File: config.mk
export PLATFORM = sky130hd
export DESIGN_NAME = key_debounce_short_hold_release_top
export DESIGN_NICKNAME = d
export VERILOG_FILES = /design/src/rtl/kdsh_pkg.sv /design/src/rtl/kdsh_debounce.sv /design/src/rtl/kdsh_counter.sv /design/src/rtl/key_debounce_short_hold_release_top.sv
export SDC_FILE = /design/constraint.sdc
export NUM_CORES = 1
export LEC_CHECK = 0
export ABC_CLOCK_PERIOD_IN_PS = 5700
export BUFFER_PORTS_ARGS = -buffer_cell sky130_fd_sc_hd__buf_2
export CAP_MARGIN = 10
export CELL_PAD_IN_SITES_DETAIL_PLACEMENT = 1
export CELL_PAD_IN_SITES_GLOBAL_PLACEMENT = 1
export CORE_MARGIN = 2
export CORE_UTILIZATION = 45
export DETAILED_ROUTE_END_ITERATION = 16
export PLACE_DENSITY_LB_ADDON = 0.1
export SLEW_MARGIN = 20
export SYNTH_ARGS = -nofsm -noshare
export SYNTH_HDL_FRONTEND = slang
export SYNTH_SLANG_ARGS = --single-unit
File: constraint.sdc
create_clock -name clk -period 5.7 [get_ports clk]
set_input_delay 0.285 -clock clk [delete_from_list [all_inputs] [get_ports clk]]
set_output_delay 0.285 -clock clk [all_outputs]
set_load 0.01 [all_outputs]
File: src/rtl/kdsh_pkg.sv
`timescale 1ns / 1ps
// kdsh_pkg: shared types and constants for the key debounce block
// no dependencies; imported by every rtl module of the block
package kdsh_pkg;

  // event codes as they appear on the result stream
  typedef enum logic [1:0] {
    EV_NONE    = 2'd0,
    EV_SHORT   = 2'd1,
    EV_HOLD    = 2'd2,
    EV_RELEASE = 2'd3
  } ev_kind_t;

  // key codes, priority key 1 > key 2 > key 3
  typedef enum logic [1:0] {
    KEY_NONE = 2'd0,
    KEY_1    = 2'd1,
    KEY_2    = 2'd2,
    KEY_3    = 2'd3
  } key_t;

  // debouncer phases, one-hot
  typedef enum logic [4:0] {
    PH_IDLE    = 5'b00001,
    PH_CONFIRM = 5'b00010,
    PH_HELD    = 5'b00100,
    PH_WAIT_UP = 5'b01000,
    PH_UP_CHK  = 5'b10000
  } phase_t;

  typedef struct packed {
    ev_kind_t kind;
    key_t     key;
  } ev_t;

  typedef logic [3:0] bcd_t;

  localparam int unsigned THR_W    = 16;
  localparam int unsigned DIGITS   = 4;
  localparam logic [THR_W-1:0] HOLD_THR_RST = 16'd100;
  localparam bcd_t BCD_MAX = 4'd9;
  localparam bcd_t BCD_ZERO = 4'd0;

endpackage

File: src/rtl/kdsh_debounce.sv
`timescale 1ns / 1ps
// kdsh_debounce: key pick, five-phase debouncer, hold counter and threshold register
// depends on kdsh_pkg
module kdsh_debounce (
  input  logic                     clk,
  input  logic                     rst_n,
  input  logic                     cfg_wr_en,
  input  logic [kdsh_pkg::THR_W-1:0] cfg_wr_data,
  input  logic                     step_en,
  input  logic [2:0]               keys,
  input  logic                     mode_all,
  output kdsh_pkg::ev_t            raw_ev
);
  import kdsh_pkg::*;

  logic [THR_W-1:0] thr_r;
  phase_t           phase_r, phase_nxt;
  key_t             latched_r, latched_nxt;
  logic [THR_W-1:0] hold_r, hold_nxt;
  logic [THR_W-1:0] hold_inc;
  key_t             code;
  ev_kind_t         kind;

  always_comb begin
    priority if (mode_all && keys[0]) begin
      code = KEY_1;
    end else if (mode_all && keys[1]) begin
      code = KEY_2;
    end else if (keys[2]) begin
      code = KEY_3;
    end else begin
      code = KEY_NONE;
    end
  end

  assign hold_inc = hold_r + 1'b1;

  always_comb begin
    phase_nxt   = phase_r;
    latched_nxt = latched_r;
    hold_nxt    = hold_r;
    kind        = EV_NONE;
    unique case (phase_r)
      PH_IDLE: begin
        if (code != KEY_NONE) begin
          phase_nxt   = PH_CONFIRM;
          latched_nxt = code;
        end
      end
      PH_CONFIRM: begin
        if (code != KEY_NONE && code == latched_r) phase_nxt = PH_HELD;
        else phase_nxt = PH_IDLE;
      end
      PH_HELD: begin
        // any pressed key keeps the count running
        if (code != KEY_NONE) begin
          if (hold_inc > thr_r) begin
            hold_nxt  = '0;
            kind      = EV_HOLD;
            phase_nxt = PH_WAIT_UP;
          end else begin
            hold_nxt = hold_inc;
          end
        end else begin
          hold_nxt  = '0;
          kind      = EV_SHORT;
          phase_nxt = PH_WAIT_UP;
        end
      end
      PH_WAIT_UP: begin
        if (code == KEY_NONE) phase_nxt = PH_UP_CHK;
      end
      PH_UP_CHK: begin
        if (code == KEY_NONE) begin
          phase_nxt = PH_IDLE;
          hold_nxt  = '0;
          kind      = EV_RELEASE;
        end else begin
          phase_nxt = PH_WAIT_UP;
        end
      end
      default: begin
        phase_nxt = PH_IDLE;
      end
    endcase
  end

  // events come only from phases that keep the latched key
  assign raw_ev.kind = kind;
  assign raw_ev.key  = latched_r;

  always_ff @(posedge clk) begin
    if (!rst_n) begin
      thr_r     <= HOLD_THR_RST;
      phase_r   <= PH_IDLE;
      latched_r <= KEY_NONE;
      hold_r    <= '0;
    end else begin
      if (cfg_wr_en) thr_r <= cfg_wr_data;
      if (step_en) begin
        phase_r   <= phase_nxt;
        latched_r <= latched_nxt;
        hold_r    <= hold_nxt;
      end
    end
  end

endmodule

File: src/rtl/kdsh_counter.sv
`timescale 1ns / 1ps
// kdsh_counter: report latch, mode toggle and four-digit bcd press counter
// depends on kdsh_pkg
module kdsh_counter (
  input  logic                                 clk,
  input  logic                                 rst_n,
  input  logic                                 step_en,
  input  kdsh_pkg::ev_t                        raw_ev,
  output logic                                 mode_cur,
  output kdsh_pkg::ev_t                        ev_out,
  output logic                                 mode_nxt,
  output kdsh_pkg::bcd_t [kdsh_pkg::DIGITS-1:0] count_nxt
);
  import kdsh_pkg::*;

  logic                    allowed_r, allowed_nxt;
  logic                    mode_r;
  bcd_t [DIGITS-1:0]       count_r;
  bcd_t [DIGITS-1:0]       count_inc;
  logic                    all_nine;
  logic                    carry;
  ev_t                     ev;

  // report latch: one press event, then only its release
  always_comb begin
    allowed_nxt = allowed_r;
    ev.kind     = EV_NONE;
    ev.key      = KEY_NONE;
    if (raw_ev.kind != EV_NONE) begin
      if (allowed_r) begin
        allowed_nxt = 1'b0;
        if (raw_ev.kind == EV_SHORT || raw_ev.kind == EV_HOLD) ev = raw_ev;
      end else if (raw_ev.kind == EV_RELEASE) begin
        allowed_nxt = 1'b1;
        ev          = raw_ev;
      end
    end
  end

  // bcd increment with wrap past 9999
  always_comb begin
    all_nine = 1'b1;
    carry    = 1'b1;
    for (int i = 0; i < DIGITS; i++) begin
      if (count_r[i] != BCD_MAX) all_nine = 1'b0;
      if (carry) begin
        if (count_r[i] == BCD_MAX) begin
          count_inc[i] = BCD_ZERO;
        end else begin
          count_inc[i] = count_r[i] + 1'b1;
          carry        = 1'b0;
        end
      end else begin
        count_inc[i] = count_r[i];
      end
    end
    if (all_nine) count_inc = '0;
  end

  always_comb begin
    mode_nxt  = mode_r;
    count_nxt = count_r;
    priority if (ev.kind == EV_SHORT && ev.key == KEY_3) begin
      mode_nxt = !mode_r;
    end else if (mode_r) begin
      if (ev.key == KEY_2 && (ev.kind == EV_SHORT || ev.kind == EV_HOLD)) begin
        count_nxt = count_inc;
      end else if (ev.key == KEY_1 && ev.kind == EV_HOLD) begin
        count_nxt = '0;
      end
    end
  end

  assign mode_cur = mode_r;
  assign ev_out   = ev;

  always_ff @(posedge clk) begin
    if (!rst_n) begin
      allowed_r <= 1'b1;
      mode_r    <= 1'b0;
      count_r   <= '0;
    end else if (step_en) begin
      allowed_r <= allowed_nxt;
      mode_r    <= mode_nxt;
      count_r   <= count_nxt;
    end
  end

endmodule

File: src/rtl/key_debounce_short_hold_release_top.sv
`timescale 1ns / 1ps
// path: an accepted request waits in the input register, then moves to the result register once that slot frees
// throughput: one request per cycle while out_tready is high; the input register refills as the
//   result register drains, so in_tready follows out_tready when both stages are full
// reset: rst_n synchronous active low; clears the debouncer to idle, reports allowed,
//   mode to key three only, press counter to 0, hold threshold to 100, both stages empty
// depends on kdsh_pkg, kdsh_debounce, kdsh_counter
module key_debounce_short_hold_release_top (
  input  logic                       clk,
  input  logic                       rst_n,
  // configuration: hold threshold
  input  logic                       cfg_wr_en,
  input  logic [kdsh_pkg::THR_W-1:0] cfg_wr_data,
  // input stream
  input  logic                       in_tvalid,
  output logic                       in_tready,
  input  logic [7:0]                 in_tdata,   // key1_pressed, key2_pressed, key3_pressed, zero pad
  // result stream
  output logic                       out_tvalid,
  input  logic                       out_tready,
  output logic [23:0]                out_tdata   // event_kind[1:0], event_key[3:2], mode_all_keys[4],
                                                 // count_ones[8:5], count_tens[12:9],
                                                 // count_hundreds[16:13], count_thousands[20:17], pad
);
  import kdsh_pkg::*;

  // input register stage
  logic              in_valid_r;
  logic [2:0]        keys_r;
  // result register stage
  logic              out_valid_r;
  ev_t               ev_r;
  logic              mode_r;
  bcd_t [DIGITS-1:0] count_r;

  logic              advance;
  logic              step_en;
  ev_t               raw_ev;
  ev_t               ev;
  logic              mode_cur;
  logic              mode_nxt;
  bcd_t [DIGITS-1:0] count_nxt;

  // result slot frees up when empty or being taken this cycle
  assign advance   = !out_valid_r || out_tready;
  assign in_tready = !in_valid_r || advance;
  // state moves one tick each time the held request moves to the result stage
  assign step_en   = in_valid_r && advance;

  kdsh_debounce u_debounce (
    .clk         (clk),
    .rst_n       (rst_n),
    .cfg_wr_en   (cfg_wr_en),
    .cfg_wr_data (cfg_wr_data),
    .step_en     (step_en),
    .keys        (keys_r),
    .mode_all    (mode_cur),   // sampling uses the mode before this tick's toggle
    .raw_ev      (raw_ev)
  );

  kdsh_counter u_counter (
    .clk       (clk),
    .rst_n     (rst_n),
    .step_en   (step_en),
    .raw_ev    (raw_ev),
    .mode_cur  (mode_cur),
    .ev_out    (ev),
    .mode_nxt  (mode_nxt),
    .count_nxt (count_nxt)
  );

  // control bits
  always_ff @(posedge clk) begin
    if (!rst_n) begin
      in_valid_r  <= 1'b0;
      out_valid_r <= 1'b0;
    end else begin
      if (in_tready) in_valid_r <= in_tvalid;
      if (advance) out_valid_r <= in_valid_r;
    end
  end

  // payload, no reset needed
  always_ff @(posedge clk) begin
    if (in_tvalid && in_tready) keys_r <= in_tdata[2:0];
    if (step_en) begin
      ev_r    <= ev;
      mode_r  <= mode_nxt;
      count_r <= count_nxt;
    end
  end

  assign out_tvalid = out_valid_r;
  assign out_tdata  = {3'b000, count_r[3], count_r[2], count_r[1], count_r[0],
                       mode_r, ev_r.key, ev_r.kind};

endmodule
Word-level counts from Yosys, hierarchy flattened
Cells that the tools add are included.

Add/sub/neg operators: 5. Order comparisons: 1. Eq/ne operators: 26. Mux-type cells: 46. Reductions and logical operators: 23.

Operators with widths (count): $mux 16 (8); $mux 4 (12); $pmux 16 s2 (1); $pmux 5 s5 (1); $mux 5 (4); $add 16x1->16 const B (1); $add 4x1->4 const B (4); $eq 4x4->1 const B (4); $gt 16x16->1 (1); $ne 4x4->1 const B (4); $mux 1 (12); $mux 2 (6); $eq 2x2->1 const B (5); $logic_and 1x1->1 (8); $eq 2x1->1 const B (3); $ne 2x1->1 const B (3); $reduce_and 3->1 (2); $reduce_bool 2->1 (3); $eq 5x1->1 const B (1); $eq 5x2->1 const B (1); $eq 5x3->1 const B (1); $eq 5x4->1 const B (1); $eq 5x5->1 const B (1); $logic_or 1x1->1 (4); other kinds (8) (10).

Flip-flop bits (word level): 83. Bits of input ports: 29. Output and inout port bits: 26. Word-level logic and storage cells: 121.

Logic depth before layout (Yosys ltp)
Gate-level depths: netlist of the first run.

Word-level depth: 17. Gate-level depth with buffers: 24. Depth with buffers taken out: 23.

Cells and area by module
Synthesis of the first run repeated with hierarchy kept, for this count alone.

Cells, all modules: 554. Area total of the unflattened synthesis: 4996.0 µm².

Modules (own cells, without submodules): kdsh_debounce (times used 1, cells each 310, area an instance 2541.2 µm², seq. area each 780.7 µm²); kdsh_counter (times used 1, cells each 206, area an instance 1596.5 µm², seq. area each 360.3 µm²); key_debounce_short_hold_release_top (times used 1, cells each 38, area an instance 858.3 µm², seq. area each 760.7 µm²).

Least setup slack after synthesis of the first run
OpenSTA, ideal clock, no wires.

Path type: reg-to-reg. From: register u_debounce.hold_r[0]. To: register count_r (netlist bit out_tdata[17]) (data pin). Setup time: 0.129 ns. Data arrival time: 5.174 ns. Data required time: 5.571 ns. Slack: 0.397 ns. Cell stages (with the launch flop): 22. Path buffers: 1. Period minus slack after synthesis: 5.303 ns. Cells stage by stage: dfxtp_1 > ha_1 > nand2_1 > nor4_1 > nand3_1 > and2_1 > or2_2 > ha_1 > nand4_1 > a2111oi_0 > nor4b_1 > nor2_1 > a21oi_1 > ha_1 > a21o_1 > ha_1 > a21oi_1 > or4b_1 > clkbuf_1 > or3_1 > o21ai_0 > a21o_1.

RTL lines: start, declared (RTL line kdsh_debounce.sv:19) `logic [THR_W-1:0] hold_r, hold_nxt;`; start signal, assigned (RTL line kdsh_debounce.sv:103) `hold_r <= hold_nxt;`; end signal, assigned (RTL line key_debounce_short_hold_release_top.sv:89) `count_r <= count_nxt;`; end, declared (RTL line key_debounce_short_hold_release_top.sv:34) `bcd_t [DIGITS-1:0] count_r;`.

Worst setup path after layout of the first run
From: register u_debounce.hold_r[3]. To: register u_counter.count_r[1] (netlist name).

Longest elaborated chain between the ends: 16. Elaborated cells on any way between the ends: 27. Classes of those cells: add/sub (1); order compare (1); eq/ne (8); mux (11); reduce/logical (6).

RTL lines: $add 16x1->16 * (RTL line kdsh_debounce.sv:36) `assign hold_inc = hold_r + 1'b1;`; $gt 16x16->1 * (RTL line kdsh_debounce.sv:57) `if (hold_inc > thr_r) begin`; $mux 2 * (RTL line kdsh_debounce.sv:57); $mux 2 * (RTL line kdsh_debounce.sv:56) `if (code != KEY_NONE) begin`; $pmux 2 s2 * (RTL line kdsh_debounce.sv:43) `unique case (phase_r)`; $eq 2x1->1 / $eq 2x2->1 (equally long branches) (RTL line kdsh_counter.sv:32) `if (raw_ev.kind == EV_SHORT || raw_ev.kind == EV_HOLD) ev = raw_ev;`; $logic_or 1x1->1 (RTL line kdsh_counter.sv:32); $mux 4 (RTL line kdsh_counter.sv:32); $mux 4 (RTL line kdsh_counter.sv:30) `if (allowed_r) begin`; $mux 4 * (RTL line kdsh_counter.sv:29) `if (raw_ev.kind != EV_NONE) begin`; $eq 2x1->1 (tied with other cells) (RTL line kdsh_counter.sv:68) `end else if (ev.key == KEY_1 && ev.kind == EV_HOLD) begin`; $logic_and 1x1->1 / $logic_or 1x1->1 (equally long branches) (RTL line kdsh_counter.sv:68, kdsh_counter.sv:66); $mux 16 / $logic_and 1x1->1 (equally long branches) (RTL line kdsh_counter.sv:68, kdsh_counter.sv:66); $mux 16 (RTL line kdsh_counter.sv:66) `if (ev.key == KEY_2 && (ev.kind == EV_SHORT || ev.kind == EV_HOLD)) begin`; $mux 16 (RTL line kdsh_counter.sv:65) `end else if (mode_r) begin`; $mux 16 * (RTL line kdsh_counter.sv:63) `priority if (ev.kind == EV_SHORT && ev.key == KEY_3) begin`; end signal, assigned (RTL line kdsh_counter.sv:85) `count_r <= count_nxt;`; end, declared (RTL line kdsh_counter.sv:18) `bcd_t [DIGITS-1:0] count_r;`.

Every way passes the cells marked *; elsewhere a longest branch is shown, timed or not. A chain may end at the register's enable or synchronous reset.

==> run_results.csv, run 1 <==
group,metric,value,unit
grt,grt_pass1_vias,4543,
sta,fin_worst_skew,0.00954,ns
floorplanning,start_util,45.6,%
job,maxCapViolCount,0,
logic_synthesis,synth_area_per_cell,8.49,um2
clock_tree,cts_buffers,9,
route,via_per_inst,5.69,
route,drt_wl_total,13100,um
route,ant_nets,0,
grt,gr-total-overflow,0,
finish,antenna_cells,0,
worst_setup_path,path_max_fanout,7,
finish,stdcell_count,767,
logic_synthesis,synth_top_area_share,24.2,%
worst_setup_path,worstPathCellList,"nand3_2 > nor4_2 > buf_4 > and3_1 > nor2b_1 > or2_2 > ha_1 > nand4_1 > nor2_1 > or3_1 > nor4b_2 > nor2_1 > a21oi_2 > ha_1 > nand2_1 > a21o_1 > ha_1 > a21oi_1 > or4b_4 > buf_4 > nor3_1 > o21ai_0 > a21oi_1",
clock_tree,insertion_delay,0.38,ns
floorplanning,fp.coreArea,10700,um2
worst_setup_path,start_kind,"flip-flop",
route,wire_per_inst,17.1,um
logic_synthesis,synth.area.top_cells,"dfxtp_1, edfxtp_1, nand2_1",
worst_setup_path,cp-end-kind,"flip-flop",
clock_tree,root_buffer,"clkbuf_8",
worst_setup_path,cp.buffers_inverters,2,
grt,track_usage,23.9,%
floorplanning,die_w,108,um
finish,fin_util,52.2,%
placement,port_buffers,46,
finish,nets,673,
sta,whs,0.0850,ns
logic_synthesis,yosysMostFrequentCell,"nand2_1",
logic_synthesis,syn_area,4880,um2
grt,busiest_layer,"met2",
power,finalPower,1.16,mW
grt,gr-usage-met1,28.0,%
logic_synthesis,synthTopCellsByCount,"nand2_1, dfxtp_1, nor2_1",
worst_setup_path,cpPeakStageDelay,0.54,ns
floorplanning,die_area,11700,um2
grt,grt_use_met3,4.04,%
power,p_per_area,208,nW/um2
worst_setup_path,criticalPathCategory,"reg -> reg",
clock_tree,cts_tree,"yes",
worst_setup_path,path_common_cell,"ha_1",
grt,antenna_found_initial,0,
grt,grt_max_degree,46,
placement,gp_congestion,0.833,
sta,fmax,187,MHz
logic_synthesis,synth_cells,575,
route,drtIter0Drc,151,
floorplanning,io_pins,55,
logic_synthesis,ys_seq_area_share,38.9,%
logic_synthesis,ys_seq_elements,83,
route,drc,0,
sta,period_minus_slack,5.34,ns
logic_synthesis,synthFlopType,"dfxtp_1",
sta,setup_viol,0,
worst_setup_path,cp.arrival,5.66,ns
clock_tree,ctsHoldBuffers,0,
finish,areaGrowthSynthToFinish,14.3,%
sta,worstMarginPinSlew,0.899,ns
sta,finalHoldViolations,0,
sta,slew_viol_final,0,
floorplanning,num_rows,38,
logic_synthesis,synth_largest_area_cell,"dfxtp_1",
worst_setup_path,cp_slowest_cell,"or4b_4",
clock_tree,clockBufferDepth,2,
logic_synthesis,async_flop_share,0,%
finish,fill_cells,1294,
power,ir_worst_vdd,0.000117,V
logic_synthesis,synth-edff-count,24,
sta,min_period_over_period,93.7,%
placement,dp_cells,751,
floorplanning,die_y,108,um
grt,grt_util_met2,43.0,%
power,p_leak,2.18,nW
logic_synthesis,ys.warnings.count,0,
clock_tree,htreeDepth,3,
worst_setup_path,crit_family,"simple AND/OR/NAND/NOR gates",
placement,dpl.hpwl,9500,um
worst_setup_path,required,6.01,ns
min_path,hp-class,"in -> reg",
finish,drive_gt1_share,18.2,%
clock_tree,clkTransAtPathRegs,0.09,ns
sta,slew-limit-headroom,40.1,%
outcome,status,"complete, no violations",
logic_synthesis,ys_types,70,
route,dr.pass1.iters,4,
route,vias,4368,
clock_tree,cts_sinks,83,
grt,grt_pass1_wl,21800,um
-- per-stage QoR --
step	area (um2)	worst slack, ns	setup TNS [ns]
2_1_floorplan	4890	0.397	0
3_3_place_gp	5320	0.168	0
3_5_place_dp	5320	-0.0957	-0.214
4_1_cts	5530	0.00183	0
5_1_grt	5580	-0.00690	-0.00690
6_report	5580	0.358	0
-- cells by family (layout without fill, tap and decap cells) --
group                      count (synthesis)  in the layout  synth area share [%]
adders and majority gates                 22             22                  5.64
xor gates and xnor gates                  10             10                  1.79
muxes                                     16             16                  3.28
buffers and inverters                     65            115                  5.79
AOI/OAI and AO/OA                        138            138                  19.2
and+or+nand+nor                          240            240                  25.3
other                                      1              3                0.0768
DFF                                       83             83                  38.9
-- state kept, by name, summed over array words and instances, names as in the netlist --
register and cells:
out_tdata 20, u_counter.count_r 16, u_debounce.hold_r 16, u_debounce.thr_r 16, u_debounce.phase_r 5, keys_r 3
u_debounce.latched_r 2, in_valid_r 1, mode_r 1, out_tvalid 1, u_counter.allowed_r 1, u_counter.mode_cur 1
-- final cells by class --
class | count | area, um2 | share of cell area (%)
clock buffer | 11 | 174 | 3.12
clock inverter | 5 | 31.3 | 0.560
inverter | 29 | 109 | 1.95
multi-input combinational | 429 | 2770 | 49.5
timing repair buffer | 70 | 423 | 7.58
sequential | 83 | 1900 | 34.1
tap | 140 | 175 | 3.14
-- cells in the final DEF (no fill, tap or decap), types with 5 or more instances in the layout --
cell,instances
a21o_1,7
a21oi_1,29
a31oi_1,7
and2_1,5
and3_1,6
buf_2,46
buf_4,23
clkbuf_8,9
dfxtp_1,57
edfxtp_1,24
ha_1,21
inv_1,28
mux2i_1,16
nand2_1,80
nand2b_1,9
nand3_1,21
nand4_1,5
nor2_1,39
nor2b_1,14
nor3_1,13
nor4_1,5
o211ai_1,10
o21ai_0,29
o221ai_1,9
o32ai_1,6
or2_2,8
or3_1,9
xnor2_1,7
-- routing by layer --
metal  up-vias  routed length [um]
li1       2166                   -
met4         0                 369
met3        23                 300
met1      2121                5800
met5         -                   0
met2        58                6680
-- power breakdown --
part           total, mW  switching, mW  internal, mW  leakage, nW
Clock              0.440          0.230         0.210        0.102
Combinational     0.0877         0.0558        0.0319         1.38
Sequential         0.634         0.0114         0.623        0.705
Total               1.16          0.297         0.865         2.18
-- final timing paths --
| kind | slack [ns] | end | cells past startpoint | startpoint |
|---|---|---|---|---|
| worst max-delay path | 0.36 | u_counter.count_r[1]$_SDFFE_PN0P_ | 23 | u_debounce.hold_r[3]$_SDFFE_PN0P_ |
| worst min register to register | 0.46 | u_debounce.hold_r[15]$_SDFFE_PN0P_ | 2 | u_debounce.hold_r[15]$_SDFFE_PN0P_ |
| worst max register to register | 0.36 | u_counter.count_r[1]$_SDFFE_PN0P_ | 23 | u_debounce.hold_r[3]$_SDFFE_PN0P_ |
| worst min-delay path | 0.08 | keys_r[0]$_DFFE_PP_ | 1 | in_tdata[0] |
-- what timing repair did --
action                                 4_1_cts  5_1_grt
endpoints found under the hold margin        0        0
setup endpoints to repair                    6       32
setup buffers                                0        0
resized for setup                            1       14
pin swaps                                    0        4
(Power assumes the default switching activity.)
==> run 2: changes to the inputs <==
ABC_CLOCK_PERIOD_IN_PS = 6350   (was 5700)
CORE_UTILIZATION = 48   (was 45)
MAX_ROUTING_LAYER = met4   (was default)
clock period = 6.35 ns   (was 5.7 ns; I/O delays follow)
==> run_results.csv, run 2 (same netlist as run 1, synthesis figures left out) <==
group,metric,value,unit
finish,layout_common_cells,"nand2_1, dfxtp_1, buf_2, nor2_1, a21oi_1",
route,ant_nets,0,
sta,worstMarginPinSlew,1.03,ns
finish,stdcell_count,745,
floorplanning,num_rows,36,
outcome,status,"complete, no violations",
placement,port_buffers,46,
clock_tree,root_buffer,"clkbuf_8",
finish,drive_gt1_share,14.7,%
clock_tree,ctsHoldBuffers,0,
floorplanning,io_pins,55,
placement,dpl.hpwl,9150,um
grt,grt_max_degree,46,
clock_tree,cts_tree,"yes",
sta,min_period_over_period,92.1,%
grt,track_usage,25.6,%
route,vias,4344,
placement,dp_cells,729,
route,drtIter0Drc,160,
clock_tree,cts_sinks,83,
power,ir_worst_vdd,0.000208,V
floorplanning,start_util,49.7,%
finish,final_common_cell,"nand2_1",
route,drc,0,
floorplanning,die_y,105,um
clock_tree,post-cts-setup-buffer-count,0,
clock_tree,insertion_delay,0.38,ns
route,wire_per_inst,17.6,um
grt,grt_pass1_vias,4356,
worst_setup_path,cp-end-kind,"flip-flop",
floorplanning,fp.coreArea,9820,um2
clock_tree,cts_buffers,9,
grt,antenna_found_initial,0,
finish,nets,658,
worst_setup_path,cpPeakStageDelay,0.59,ns
clock_tree,clockBufferDepth,2,
finish,areaGrowthSynthToFinish,10.8,%
min_path,hp-class,"in -> reg",
sta,period_minus_slack,5.85,ns
job,maxCapViolCount,0,
worst_setup_path,start_kind,"flip-flop",
placement,place_ws,0.223,ns
clock_tree,cts_resized,0,
worst_setup_path,cp_slowest_cell,"a2111oi_1",
sta,setup_ws,0.503,ns
grt,grt_pass1_wl,22000,um
worst_setup_path,required,6.66,ns
sta,slew_viol_final,0,
route,drt_wl_total,13100,um
floorplanning,die_area,11000,um2
finish,largest_reg_flops,20,
sta,rsz0062_at_grt,"false",
sta,finalHoldViolations,0,
sta,fin_worst_skew,0.0130,ns
sta,slew-limit-headroom,30.7,%
worst_setup_path,cp.arrival,6.16,ns
worst_setup_path,worstPathCellList,"ha_1 > nand2_1 > nor4_1 > buf_4 > nand3_1 > and2_1 > or2_2 > ha_1 > nand4_1 > a2111oi_1 > buf_4 > nor4b_1 > nor2_1 > a21oi_1 > ha_1 > a21oi_1 > ha_1 > a21oi_1 > buf_4 > or4b_1 > buf_4 > nor3_1 > o21ai_0 > a21oi_1",
grt,gr-total-overflow,0,
worst_setup_path,criticalPathCategory,"reg -> reg",
sta,setup_viol,0,
placement,gp_congestion,0.849,
finish,antenna_cells,0,
clock_tree,htreeDepth,3,
route,via_per_inst,5.83,
power,p_per_area,195,nW/um2
sta,fmax,171,MHz
power,p_leak,2.10,nW
worst_setup_path,path_max_fanout,9,
clock_tree,clkTransAtPathRegs,0.09,ns
worst_setup_path,cp.buffers_inverters,4,
route,dr.pass1.iters,7,
sta,finalSetupTns,0,ns
power,finalPower,1.05,mW
worst_setup_path,crit_family,"simple AND/OR/NAND/NOR gates",
floorplanning,die_w,105,um
run 2: changes by cell type in the layout (fill, tap and decap cells not counted), moves of 2 or more:
cell	before	now
buf_4	23	9
inv_6	0	3
clkbuf_16	2	0
clkinv_2	2	0
dfxtp_1	57	59
dfxtp_2	2	0
nor4_1	5	7
run 2: metal layers:
layer | routed length, um | vias to the layer above | global-route usage (%) | part of all wire, %
met3 | 536 | 6 | 5.93 | 4.1
met1 | 6040 | 2114 | 32.9 | 46
met2 | 6460 | 88 | 41.5 | 49
met5 | 0 | - | - | 0
li1 | - | 2136 | - | -
met4 | 87 | 0 | 5.52 | 0.66
run 2: path summary, 6_finish.rpt:
check / from / endpoint / slack [ns] / depth (start not counted)
setup / recovery: u_debounce.hold_r[0]$_SDFFE_PN0P_ / u_counter.count_r[14]$_SDFFE_PN0P_ / 0.50 / 24
hold / removal: in_tdata[2] / keys_r[2]$_DFFE_PP_ / 0.12 / 1
setup reg to reg: u_debounce.hold_r[0]$_SDFFE_PN0P_ / u_counter.count_r[14]$_SDFFE_PN0P_ / 0.50 / 24
hold reg to reg: u_debounce.hold_r[14]$_SDFFE_PN0P_ / u_debounce.hold_r[14]$_SDFFE_PN0P_ / 0.47 / 2
run 2: final cells by class:
class	count	area (um2)
clock buffers	9	124
clock inverters	7	81.3
fillers	1217	4410
inverters	29	109
multi-input cells	429	2730
flip-flops and latches	83	1900
well taps	133	166
repair buffers	55	298
run 2: through the flow:
step	utilization [%]	instance area, um2	hold WS, ns
finish	55.1	5410	0.116
global placement	52.8	5180	0.434
floorplan	-	4890	0.416
global route	55.1	5410	0.0968
CTS	54.9	5390	0.100
detailed placement	52.8	5180	0.456
run 2: worst register-to-register path: stages, from the launching register on:
cell and delay [ns]:
dfxtp_1 0.43, ha_1 0.27, nand2_1 0.12, nor4_1 0.25, buf_4 0.18, nand3_1 0.08
and2_1 0.19, or2_2 0.29, ha_1 0.30, nand4_1 0.19, a2111oi_1 0.59, buf_4 0.22
nor4b_1 0.05, nor2_1 0.14, a21oi_1 0.11, ha_1 0.29, a21oi_1 0.27, ha_1 0.29
a21oi_1 0.16, buf_4 0.17, or4b_1 0.49, buf_4 0.21, nor3_1 0.17, o21ai_0 0.12
a21oi_1 0.19
run 2: power breakdown:
part | internal [mW] | switching, mW
combinational | 0.0281 | 0.0489
clock | 0.189 | 0.217
sequential | 0.559 | 0.0111
total | 0.776 | 0.277
==> run 3: changes to the inputs <==
ABC_AREA = 1   (was default)
CORE_UTILIZATION = 46   (was 48)
CTS_CLUSTER_DIAMETER = 200   (was default)
==> run_results.csv, run 3 <==
group,metric,value,unit
clock_tree,ctsHoldBuffers,0,
logic_synthesis,synthFlopType,"dfxtp_1",
sta,finalSetupTns,0,ns
route,dr.pass1.iters,4,
floorplanning,die_w,106,um
sta,finalHoldViolations,0,
min_path,hp-class,"in -> reg",
route,drc,0,
logic_synthesis,async_flop_share,0,%
clock_tree,cts_tree,"yes",
finish,stdcell_count,842,
logic_synthesis,synth_top_area_share,24.4,%
clock_tree,htreeDepth,3,
clock_tree,insertion_delay,0.37,ns
placement,dpl.hpwl,8740,um
floorplanning,die_y,106,um
floorplanning,io_pins,55,
clock_tree,clockBufferDepth,2,
outcome,status,"complete, no violations",
route,ant_nets,0,
placement,dp_cells,826,
floorplanning,die_area,11300,um2
clock_tree,clkTransAtPathRegs,0.08,ns
logic_synthesis,ys_types,38,
placement,gp_congestion,0.819,
power,p_per_area,203,nW/um2
power,ir_worst_vdd,0.000101,V
worst_setup_path,crit_family,"simple AND/OR/NAND/NOR gates",
logic_synthesis,yosysMostFrequentCell,"nand2_1",
route,drtIter0Drc,118,
placement,place_ws,1.20,ns
sta,setup_viol,0,
logic_synthesis,synth_cells,660,
floorplanning,fp.coreArea,10300,um2
clock_tree,cts_resized,0,
sta,fmax,197,MHz
worst_setup_path,cp.arrival,5.40,ns
grt,grt_max_degree,41,
finish,fin_area,5310,um2
logic_synthesis,synth_area_per_cell,7.32,um2
worst_setup_path,reg2reg_slack,1.26,ns
logic_synthesis,synthTopCellsByCount,"nand2_1, inv_1, nand3_1",
grt,gr-total-overflow,0,
worst_setup_path,start_kind,"flip-flop",
logic_synthesis,ys_seq_area_share,39.4,%
placement,place_area,5140,um2
clock_tree,cts_buffers,9,
sta,worstMarginPinSlew,0.850,ns
clock_tree,root_buffer,"clkbuf_8",
sta,rsz0062_at_grt,"false",
finish,nets,752,
sta,fin_worst_skew,0.0131,ns
finish,areaGrowthSynthToFinish,9.84,%
finish,largest_reg_flops,20,
logic_synthesis,ys.warnings.count,0,
sta,period_minus_slack,5.09,ns
route,vias,4296,
job,maxCapViolCount,0,
clock_tree,post-cts-setup-buffer-count,0,
grt,track_usage,22.6,%
logic_synthesis,ys_seq_elements,83,
grt,grt_pass1_vias,4374,
power,p_leak,2.51,nW
route,wire_per_inst,14.0,um
worst_setup_path,path_common_cell,"nand2_1",
worst_setup_path,path_max_fanout,18,
worst_setup_path,cp-end-kind,"flip-flop",
grt,grt_pass1_wl,20000,um
grt,antenna_found_initial,0,
floorplanning,start_util,47.0,%
power,finalPower,1.08,mW
worst_setup_path,required,6.67,ns
logic_synthesis,synth_largest_area_cell,"dfxtp_1",
sta,slew-limit-headroom,43.2,%
finish,antenna_cells,0,
sta,slew_viol_final,0,
finish,layout_common_cells,"nand2_1, inv_1, nand3_1, a21oi_1, dfxtp_1",
worst_setup_path,cpPeakStageDelay,0.41,ns
sta,setup_ws,1.26,ns
floorplanning,num_rows,37,
finish,drive_gt1_share,13.7,%
placement,port_buffers,46,
logic_synthesis,synth.area.top_cells,"dfxtp_1, edfxtp_1, nand2_1",
finish,final_common_cell,"nand2_1",
route,via_per_inst,5.10,
worst_setup_path,criticalPathCategory,"reg -> reg",
worst_setup_path,cp_slowest_cell,"dfxtp_1",
clock_tree,cts_sinks,83,
sta,min_period_over_period,80.1,%
logic_synthesis,synth-edff-count,24,
logic_synthesis,syn_area,4830,um2
route,drt_wl_total,11800,um
worst_setup_path,cp.buffers_inverters,7,
==> run 3: stage by stage <==
stage / util, % / hold slack, ns
global route: 51.6 / 0.113
CTS: 51.6 / 0.108
floorplan: - / 0.416
detailed placement: 50.0 / 0.463
finish: 51.6 / 0.122
global placement: 50.0 / 0.453
==> run 3: layout make-up <==
| type | count | area, um2 |
|---|---|---|
| Inverter | 106 | 400 |
| Fill cell | 1366 | 4970 |
| Tap cell | 136 | 170 |
| Timing Repair Buffer | 49 | 253 |
| Clock inverter | 3 | 15.0 |
| Clock buffer | 13 | 149 |
| Sequential cell | 83 | 1900 |
| Multi-Input combinational cell | 452 | 2420 |
==> run 3: kinds of logic after synthesis <==
family,after synthesis,share of synthesized area (%)
flops,83,39.4
buf+inv,127,10.7
simple gates,307,29.9
xor+xnor,18,3.26
other cells,1,0.0776
fa+ha+maj,22,5.70
compound gates,102,10.9
==> run 3: final timing paths <==
kind,depth (start not counted),end,from
setup / recovery,30,u_counter.count_r[6]$_SDFFE_PN0P_,u_debounce.hold_r[0]$_SDFFE_PN0P_
hold / removal,1,keys_r[1]$_DFFE_PP_,in_tdata[1]
hold reg to reg,2,u_debounce.thr_r[15]$_SDFFE_PN0P_,u_debounce.thr_r[15]$_SDFFE_PN0P_
setup reg to reg,30,u_counter.count_r[6]$_SDFFE_PN0P_,u_debounce.hold_r[0]$_SDFFE_PN0P_
==> run 3: power breakdown <==
group | internal, mW | switching (mW) | leakage, nW
logic | 0.0479 | 0.0910 | 1.71
clock network | 0.152 | 0.195 | 0.0872
registers | 0.573 | 0.0200 | 0.716
==> run 3: metal layers <==
metal  wire, um  part of all wire [%]  vias up  global-route usage [%]
met1       5310                    45     2039                    25.9
met3        331                   2.8        9                    5.03
met4        112                  0.95        0                    5.47
li1           -                     -     2196                       -
met2       6060                    51       52                    40.3
met5          0                     0        -                       -
==> run 3: worst reg2reg max path, delay by kind of cell, from the launching register on <==
family | cells | cell delay, ns
AOI/OAI and AO/OA | 1 | 0.29
xor gates and xnor gates | 1 | 0.15
adders and majority gates | 4 | 1.05
buffers and inverters | 7 | 0.70
DFF | 1 | 0.41
and+or+nand+nor | 17 | 2.44
